--- src/design/hlr_pkg.sv ---
package hlr_pkg;

  // Graph size; node sets are Nodes bits wide.
  localparam int unsigned Nodes = 64;
  localparam int unsigned NodeW = (Nodes > 1) ? $clog2(Nodes) : 1;

  // Fixed field widths of the input word.
  localparam int unsigned IdW   = 6;
  localparam int unsigned HopW  = 6;
  localparam int unsigned MaskW = 64;

  typedef logic [Nodes-1:0] set_t;
  typedef logic [NodeW-1:0] node_idx_t;
  typedef logic [IdW-1:0]   id_t;
  typedef logic [HopW-1:0]  hop_t;

  typedef enum logic {
    OpLoad  = 1'b0,
    OpQuery = 1'b1
  } op_e;

  // Classification of a query at accept time.
  typedef enum logic [1:0] {
    KindBad,     // source or target out of range
    KindSame,    // source equals target
    KindZero,    // zero hop limit, distinct nodes
    KindSearch   // needs the level expansion
  } kind_e;

  typedef enum logic [1:0] {
    StIdle,
    StScan,
    StEval,
    StResp
  } state_e;

  typedef struct packed {
    logic wr;        // write one adjacency row
    logic start;     // latch a query and seed the search
    logic scan;      // issue row reads for the pending frontier
    logic eval;      // close one level
    logic hold_ld;   // capture the answer
    logic hold_val;
    logic push;      // move the answer into the output register
  } cmd_t;

  typedef struct packed {
    kind_e kind;
    logic  pend_empty;
    logic  hit;
    logic  new_empty;
    logic  last_hop;
    logic  out_free;
  } status_t;

  function automatic logic node_ok(id_t n);
    return int'(n) < int'(Nodes);
  endfunction

endpackage

--- src/design/hlr_ctrl.sv ---
module hlr_ctrl (
  input  logic             clk_i,
  input  logic             rst_ni,
  input  logic             in_valid_i,
  output logic             in_ready_o,
  input  logic             op_i,
  input  hlr_pkg::status_t status_i,
  output hlr_pkg::cmd_t    cmd_o
);
  import hlr_pkg::*;

  state_e state_q, state_d;
  logic   accept;

  assign accept     = in_valid_i && (state_q == StIdle);
  assign in_ready_o = (state_q == StIdle);

  always_ff @(posedge clk_i or negedge rst_ni) begin
    if (!rst_ni) begin
      state_q <= StIdle;
    end else begin
      state_q <= state_d;
    end
  end

  always_comb begin
    state_d = state_q;
    unique case (state_q)
      StIdle: begin
        if (accept && (op_i == OpQuery)) begin
          state_d = (status_i.kind == KindSearch) ? StScan : StResp;
        end
      end
      StScan: begin
        if (status_i.pend_empty) begin
          state_d = StEval;
        end
      end
      StEval: begin
        if (status_i.hit || status_i.new_empty || status_i.last_hop) begin
          state_d = StResp;
        end else begin
          state_d = StScan;
        end
      end
      StResp: begin
        if (status_i.out_free) begin
          state_d = StIdle;
        end
      end
      default: state_d = StIdle;
    endcase
  end

  always_comb begin
    cmd_o = '0;
    unique case (state_q)
      StIdle: begin
        cmd_o.wr    = accept && (op_i == OpLoad);
        cmd_o.start = accept && (op_i == OpQuery);
        if (accept && (op_i == OpQuery) && (status_i.kind != KindSearch)) begin
          cmd_o.hold_ld  = 1'b1;
          cmd_o.hold_val = (status_i.kind == KindSame);
        end
      end
      StScan: begin
        cmd_o.scan = 1'b1;
      end
      StEval: begin
        cmd_o.eval = 1'b1;
        if (status_i.hit || status_i.new_empty || status_i.last_hop) begin
          cmd_o.hold_ld  = 1'b1;
          cmd_o.hold_val = status_i.hit;
        end
      end
      StResp: begin
        cmd_o.push = status_i.out_free;
      end
      default: cmd_o = '0;
    endcase
  end

endmodule

--- config.mk ---
export PLATFORM = sky130hd
export DESIGN_NAME = hlr_ctrl
export DESIGN_NICKNAME = d
export VERILOG_FILES = /design/src/design/hlr_pkg.sv /design/src/design/hlr_ctrl.sv
export SDC_FILE = /design/constraint.sdc
export NUM_CORES = 1
export LEC_CHECK = 0
export BUFFER_PORTS_ARGS = -buffer_cell sky130_fd_sc_hd__clkbuf_2
export CAP_MARGIN = 20
export CORE_AREA = 5 5 42 44
export CTS_CLUSTER_SIZE = 10
export DETAILED_ROUTE_END_ITERATION = 8
export DIE_AREA = 0 0 47 49
export PLACE_DENSITY_LB_ADDON = 0.3
export REMOVE_ABC_BUFFERS = 1
export SKIP_CTS_REPAIR_TIMING = 1
export SLEW_MARGIN = 0
export SYNTH_ARGS = -nofsm -noshare
export SYNTH_HDL_FRONTEND = slang
export SYNTH_SLANG_ARGS = --single-unit
--- constraint.sdc ---
create_clock -name clk_i -period 1.8 [get_ports clk_i]
set_input_delay 0.36 -clock clk_i [delete_from_list [all_inputs] [get_ports clk_i]]
set_output_delay 0.36 -clock clk_i [all_outputs]
set_load 0.005 [all_outputs]
==> results of run 1 <==
[cell usage after synthesis (2+ instances only)]
| master | count | area (um^2) |
|---|---|---|
| a21oi_1 | 4 | 20.0 |
| buf_6 | 2 | 22.5 |
| dfrtp_1 | 2 | 50.1 |
| nand2_1 | 3 | 11.3 |
[final timing paths]
kind	from	to	slack (ns)	cells past startpoint
max	state_q[0]	cmd_o[1]	0.10	4
min	rst_ni	state_q[1]	0.45	2
max reg2reg	state_q[0]	state_q[1]	0.65	3
min reg2reg	state_q[0]	state_q[0]	0.66	1
max in group asynchronous	rst_ni	state_q[0]	1.25	2
min in group clk_i	status_i[4]	state_q[1]	0.46	3
[cells by family after synthesis]
logic type | Yosys count | synth area share
buf+inv | 3 | 0.119
compound gates | 10 | 0.305
flops | 2 | 0.226
simple gates | 11 | 0.350
[power groups by stage]
stage | registers, mW | clock network, mW | logic, mW
2_1_floorplan | 0.116 | 0 | 0.153
3_3_place_gp | 0.129 | 0 | 0.247
3_5_place_dp | 0.128 | 0 | 0.245
4_1_cts | 0.129 | 0.106 | 0.245
5_1_grt | 0.134 | 0.107 | 0.266
6_report | 0.127 | 0.0977 | 0.241
[worst max-delay path, stage by stage (launching register included)]
cell and delay, ns:
dfrtp_1 0.50, nor2_4 0.07, and3_4 0.19, a32o_1 0.25, clkbuf_2 0.11
[cell type report]
type,count,area share
clock buffers,3,0.0659
well taps,16,0.0586
flip-flops and latches,2,0.147
inverters,1,0.0110
repair buffers,19,0.293
multi-input cells,21,0.425
[per-layer routing]
metal | vias up | track usage
met5 | - | 0
met4 | 0 | 0.0415
met3 | 0 | 0.0332
met2 | 17 | 0.0701
met1 | 108 | 0.0571
li1 | 136 | -
==> impl_metrics.env, run 1 <==
export IMPL_status="finished clean"
export IMPL_route_vias_total=261
export IMPL_cts_tree="done"
export IMPL_dp_cells=58
export IMPL_antenna_left=0
export IMPL_p_leak_nw=0.180
export IMPL_final_common_cell="clkbuf_2"
export IMPL_synth_seq_cells=2
export IMPL_worst_slew_margin_rel=0.792
export IMPL_combPwrFrac=0.517
export IMPL_wl_met2_um=239
export IMPL_clockBufferDepth=2
export IMPL_synth_seq_area_share=0.226
export IMPL_cts_buffers=3
export IMPL_final_cell_mix="18 x clkbuf_2, 4 x a21oi_1, 3 x nand2_1, 3 x clkbuf_4, 2 x dfrtp_1"
export IMPL_setup_ws_ns=0.105
export IMPL_final_max_slew_violation_count=0
export IMPL_netlist_area_um2=221
export IMPL_largest_register="state_q"
export IMPL_p_int_mw=0.279
export IMPL_whs_ns=0.453
export IMPL_wl_per_cell_um=10.2
export IMPL_initial_core_util=0.158
export IMPL_pwr_share_seq=0.273
export IMPL_rsz0062_at_grt="no"
export IMPL_setup_tns_ns=0
export IMPL_drt_iter0_markers=1
export IMPL_wl_met1_um=282
export IMPL_hpwlAfterDp_um=531
export IMPL_fin_crit_sh=0.942
export IMPL_path_class="reg -> out"
export IMPL_final_seq_area_um2=50.0
export IMPL_fill_cells=170
export IMPL_pre_cts_slack_ns=0.274
export IMPL_fp_dieW_um=47
export IMPL_drive_above_1_share=0.522
export IMPL_fin_util=0.244
export IMPL_first_pass_iters=2
export IMPL_synth_warnings=0
export IMPL_cp_max_fo=9
export IMPL_gr_usage_all_layers=0.0528
export IMPL_cts_sinks=2
export IMPL_async_flop_share=1.00
export IMPL_finalNonFillerCells=62
export IMPL_drv_cap=0
export IMPL_reg_top3="state_q: 2 flops"
export IMPL_topRoutingLayerUsed="met3"
export IMPL_multi_input_area_um2=145
export IMPL_postLayoutCellArea_um2=342
export IMPL_synth_cell_types=19
export IMPL_htreeDepth=1
export IMPL_dieArea_um2=2300
export IMPL_path_clk_slew_ns=0.03
export IMPL_clock_skew_ns=0.00431
export IMPL_grt_pass1_wl_um=855
export IMPL_clockRootBuffer="clkbuf_4"
export IMPL_synth_area_per_cell_um2=8.52
export IMPL_endpoint_kind="output pin"
export IMPL_synthCells=26
export IMPL_setup_viol=0
export IMPL_wl_met3_um=111
export IMPL_clk_latency_ns=0.22
export IMPL_peakVddDrop_uv=504
export IMPL_io_buffers=18
export IMPL_route_detailed_drc=0
export IMPL_place_area_um2=309
export IMPL_detail_route_vias_per_cell=4.21
export IMPL_synth_edf_count=0
export IMPL_period_minus_slack_ns=1.70
export IMPL_num_antenna_cells=0
export IMPL_netSwitchingFraction=0.400
export IMPL_cp_data_required_time_ns=1.44
export IMPL_tightest_slew_ns=0.310
export IMPL_core_area_um2=1400
export IMPL_gp_congestion=0.675
export IMPL_largest_register_ffs=2
export IMPL_start_kind="flop"
export IMPL_worstPathArrival_ns=1.34
export IMPL_grt_ovfl_total=0
export IMPL_drt_total_wl_um=633
export IMPL_min_path_type="in -> async"
export IMPL_area_delta_synth_final_pct=54.2
export IMPL_power_frac_clock=0.210
export IMPL_antenna_found_initial=0
export IMPL_final_nets=59
export IMPL_p_sw_mw=0.186
export IMPL_power_mw=0.466
export IMPL_max_freq_ghz=0.590
export IMPL_io_pins=19
export IMPL_hold_viol=0
export IMPL_grt_pass1_vias=236
export IMPL_grt_max_degree=10
export IMPL_powerDensity_nw_per_um2=1360
export IMPL_fp_row_count=14
export IMPL_synthFlopType="dfrtp_1"
export IMPL_die_h_um=49
(Power assumes the default switching activity.)
==> run 2: changes to the inputs <==
ABC_AREA = 1   (was not set)
==> impl_metrics.env, run 2 <==
export IMPL_route_detailed_drc=0
export IMPL_status="finished clean"
export IMPL_tightest_slew_ns=0.241
export IMPL_final_max_slew_violation_count=0
export IMPL_gr_usage_all_layers=0.0648
export IMPL_crit_start="state_q[0]"
export IMPL_io_pins=19
export IMPL_die_h_um=49
export IMPL_crit_path_top_delay_cell="dfrtp_1"
export IMPL_largest_register="state_q"
export IMPL_r2r_start="state_q[0]"
export IMPL_area_delta_synth_final_pct=70.4
export IMPL_netlist_area_um2=203
export IMPL_synth_warnings=0
export IMPL_path_class="reg -> out"
export IMPL_grt_max_degree=8
export IMPL_synth_compound_area_frac=0.0864
export IMPL_synth_seq_cells=2
export IMPL_r2r_end="state_q[1]"
export IMPL_p_int_mw=0.258
export IMPL_synth_edf_count=0
export IMPL_crit_path_end="cmd_o[1]"
export IMPL_clockRootBuffer="clkbuf_4"
export IMPL_postLayoutCellArea_um2=345
export IMPL_async_flop_share=1.00
export IMPL_endpoint_kind="output pin"
export IMPL_synth_cell_types=14
export IMPL_rsz0062_at_grt="no"
export IMPL_synth_top_area_frac=0.247
export IMPL_place_area_um2=313
export IMPL_drive_above_1_share=0.474
export IMPL_max_freq_ghz=0.619
export IMPL_cts_tree="done"
export IMPL_wl_per_cell_um=8.29
export IMPL_reg_top3="state_q: 2 flops"
export IMPL_dieArea_um2=2300
export IMPL_topRoutingLayerUsed="met3"
export IMPL_worst_slew_margin_rel=0.839
export IMPL_hold_viol=0
export IMPL_cp_max_fo=7
export IMPL_p_sw_mw=0.206
export IMPL_synth_area_per_cell_um2=5.79
export IMPL_yosys_top_cells_area="dfrtp_1 25%, nand2_1 22%, inv_1 7.4%, nor2_1 7.4%, nor2_2 6.2%"
export IMPL_yosysMostFrequentCell="nand2_1"
export IMPL_htreeDepth=1
export IMPL_clk_latency_ns=0.22
export IMPL_grt_pass1_wl_mm=1.07
export IMPL_grt_ovfl_total=0
export IMPL_slowest_delay_ns=0.45
export IMPL_pwr_share_seq=0.234
export IMPL_synth_xor_xnor_area_share=0
export IMPL_synth_top_family_by_area="simple AND/OR/NAND/NOR gates"
export IMPL_power_frac_clock=0.214
export IMPL_period_minus_slack_ns=1.62
export IMPL_antenna_left=0
export IMPL_drt_iter0_markers=2
export IMPL_crit_chain="nor2_2 -> nand2_2 -> nor2_4 -> nand3b_1 -> nand2_1 -> clkbuf_2"
export IMPL_fp_row_count=14
export IMPL_final_cell_mix="18 x clkbuf_2, 12 x nand2_1, 4 x nor2_1, 4 x inv_1, 3 x clkbuf_4"
export IMPL_fp_dieW_um=47
export IMPL_cts_sinks=2
export IMPL_drv_cap=0
export IMPL_final_nets=70
export IMPL_synth_simple_area_share=0.556
export IMPL_rr_worst_depth=6
export IMPL_final_common_cell="clkbuf_2"
export IMPL_cts_buffers=3
export IMPL_ys_top_cells_by_count="12 x nand2_1, 4 x inv_1, 4 x nor2_1"
export IMPL_wl_met1_um=225
export IMPL_start_kind="flop"
export IMPL_synth_seq_area_share=0.247
export IMPL_gp_congestion=0.766
export IMPL_hpwlAfterDp_um=519
export IMPL_initial_core_util=0.145
export IMPL_clock_skew_ns=0.000550
export IMPL_synthFlopType="dfrtp_1"
export IMPL_route_vias_total=268
export IMPL_p_leak_nw=0.213
export IMPL_synth_fa_ha_area_frac=0
export IMPL_min_path_type="in -> reg"
export IMPL_fin_crit_sh=0.898
export IMPL_combPwrFrac=0.552
export IMPL_first_pass_iters=2
export IMPL_drt_total_wl_um=605
export IMPL_power_mw=0.464
export IMPL_finalNonFillerCells=73
export IMPL_synthCells=35
export IMPL_powerDensity_nw_per_um2=1340
export IMPL_num_antenna_cells=0
export IMPL_peakVddDrop_uv=599
export IMPL_clockBufferDepth=2
export IMPL_setup_tns_ns=0
export IMPL_yosysTopAreaCell="dfrtp_1"
export IMPL_r2r_setup_slack_ns=0.75
export IMPL_wl_met3_um=67
export IMPL_grt_pass1_vias=284
export IMPL_core_area_um2=1400
export IMPL_muxShareOfSynthArea=0
export IMPL_io_buffers=18
export IMPL_antenna_found_initial=0
export IMPL_dp_cells=69
export IMPL_worstPathArrival_ns=1.26
export IMPL_largest_register_ffs=2
export IMPL_detail_route_vias_per_cell=3.67
export IMPL_path_clk_slew_ns=0.03
export IMPL_cp_data_required_time_ns=1.44
export IMPL_netSwitchingFraction=0.445
export IMPL_setup_viol=0
export IMPL_wl_met2_um=311
export IMPL_fin_util=0.246
-- run 2: layout make-up --
| class | instances | area [um^2] |
|---|---|---|
| clock buffers | 3 | 22.5 |
| multi-input cells | 27 | 130 |
| well taps | 16 | 20.0 |
| repair buffers | 19 | 100 |
| inverters | 6 | 22.5 |
| flip-flops and latches | 2 | 50.0 |
| fillers | 190 | 1060 |
-- run 2: metrics by stage --
step / setup WS [ns] / hold slack [ns]
2_1_floorplan: 0.516 / 0.0644
3_3_place_gp: 0.414 / 0.148
3_5_place_dp: 0.405 / 0.148
4_1_cts: 0.157 / -0.0976
5_1_grt: 0.0643 / 0.476
6_report: 0.184 / 0.444
-- run 2: power by group through the flow --
| stage | clock network, mW | logic (mW) | registers, mW |
|---|---|---|---|
| after floorplan | 0 | 0.161 | 0.104 |
| after global placement | 0 | 0.264 | 0.110 |
| after detailed placement | 0 | 0.264 | 0.109 |
| after CTS | 0.109 | 0.265 | 0.108 |
| after global routing | 0.108 | 0.300 | 0.117 |
| final | 0.0994 | 0.256 | 0.109 |
-- run 2: how the worst min path moves through the flow --
stage                startpoint    endpoint  slack (ns)  cells past startpoint
floorplan                rst_ni  state_q[0]        0.06                      0
global placement         rst_ni  state_q[1]        0.15                      1
detailed placement       rst_ni  state_q[0]        0.15                      1
CTS                      rst_ni  state_q[0]        -0.1                      1
global route             rst_ni  state_q[0]        0.48                      2
finish              status_i[0]  state_q[1]        0.44                      4
-- run 2: cell families after synthesis --
group           Yosys count
compound gates            3
buf+inv                   6
simple gates             24
flops                     2
-- run 2: per-layer routing --
metal,vias to the layer above,global-route usage
met5,-,0
met2,9,0.0905
met1,109,0.0681
met3,0,0.0221
met4,0,0.0691
li1,150,-
-- run 2: critical path, delay by kind of cell, from the launching register on --
kind | cells | cell delay [ns]
flops | 1 | 0.45
simple gates | 5 | 0.49
buf+inv | 1 | 0.10
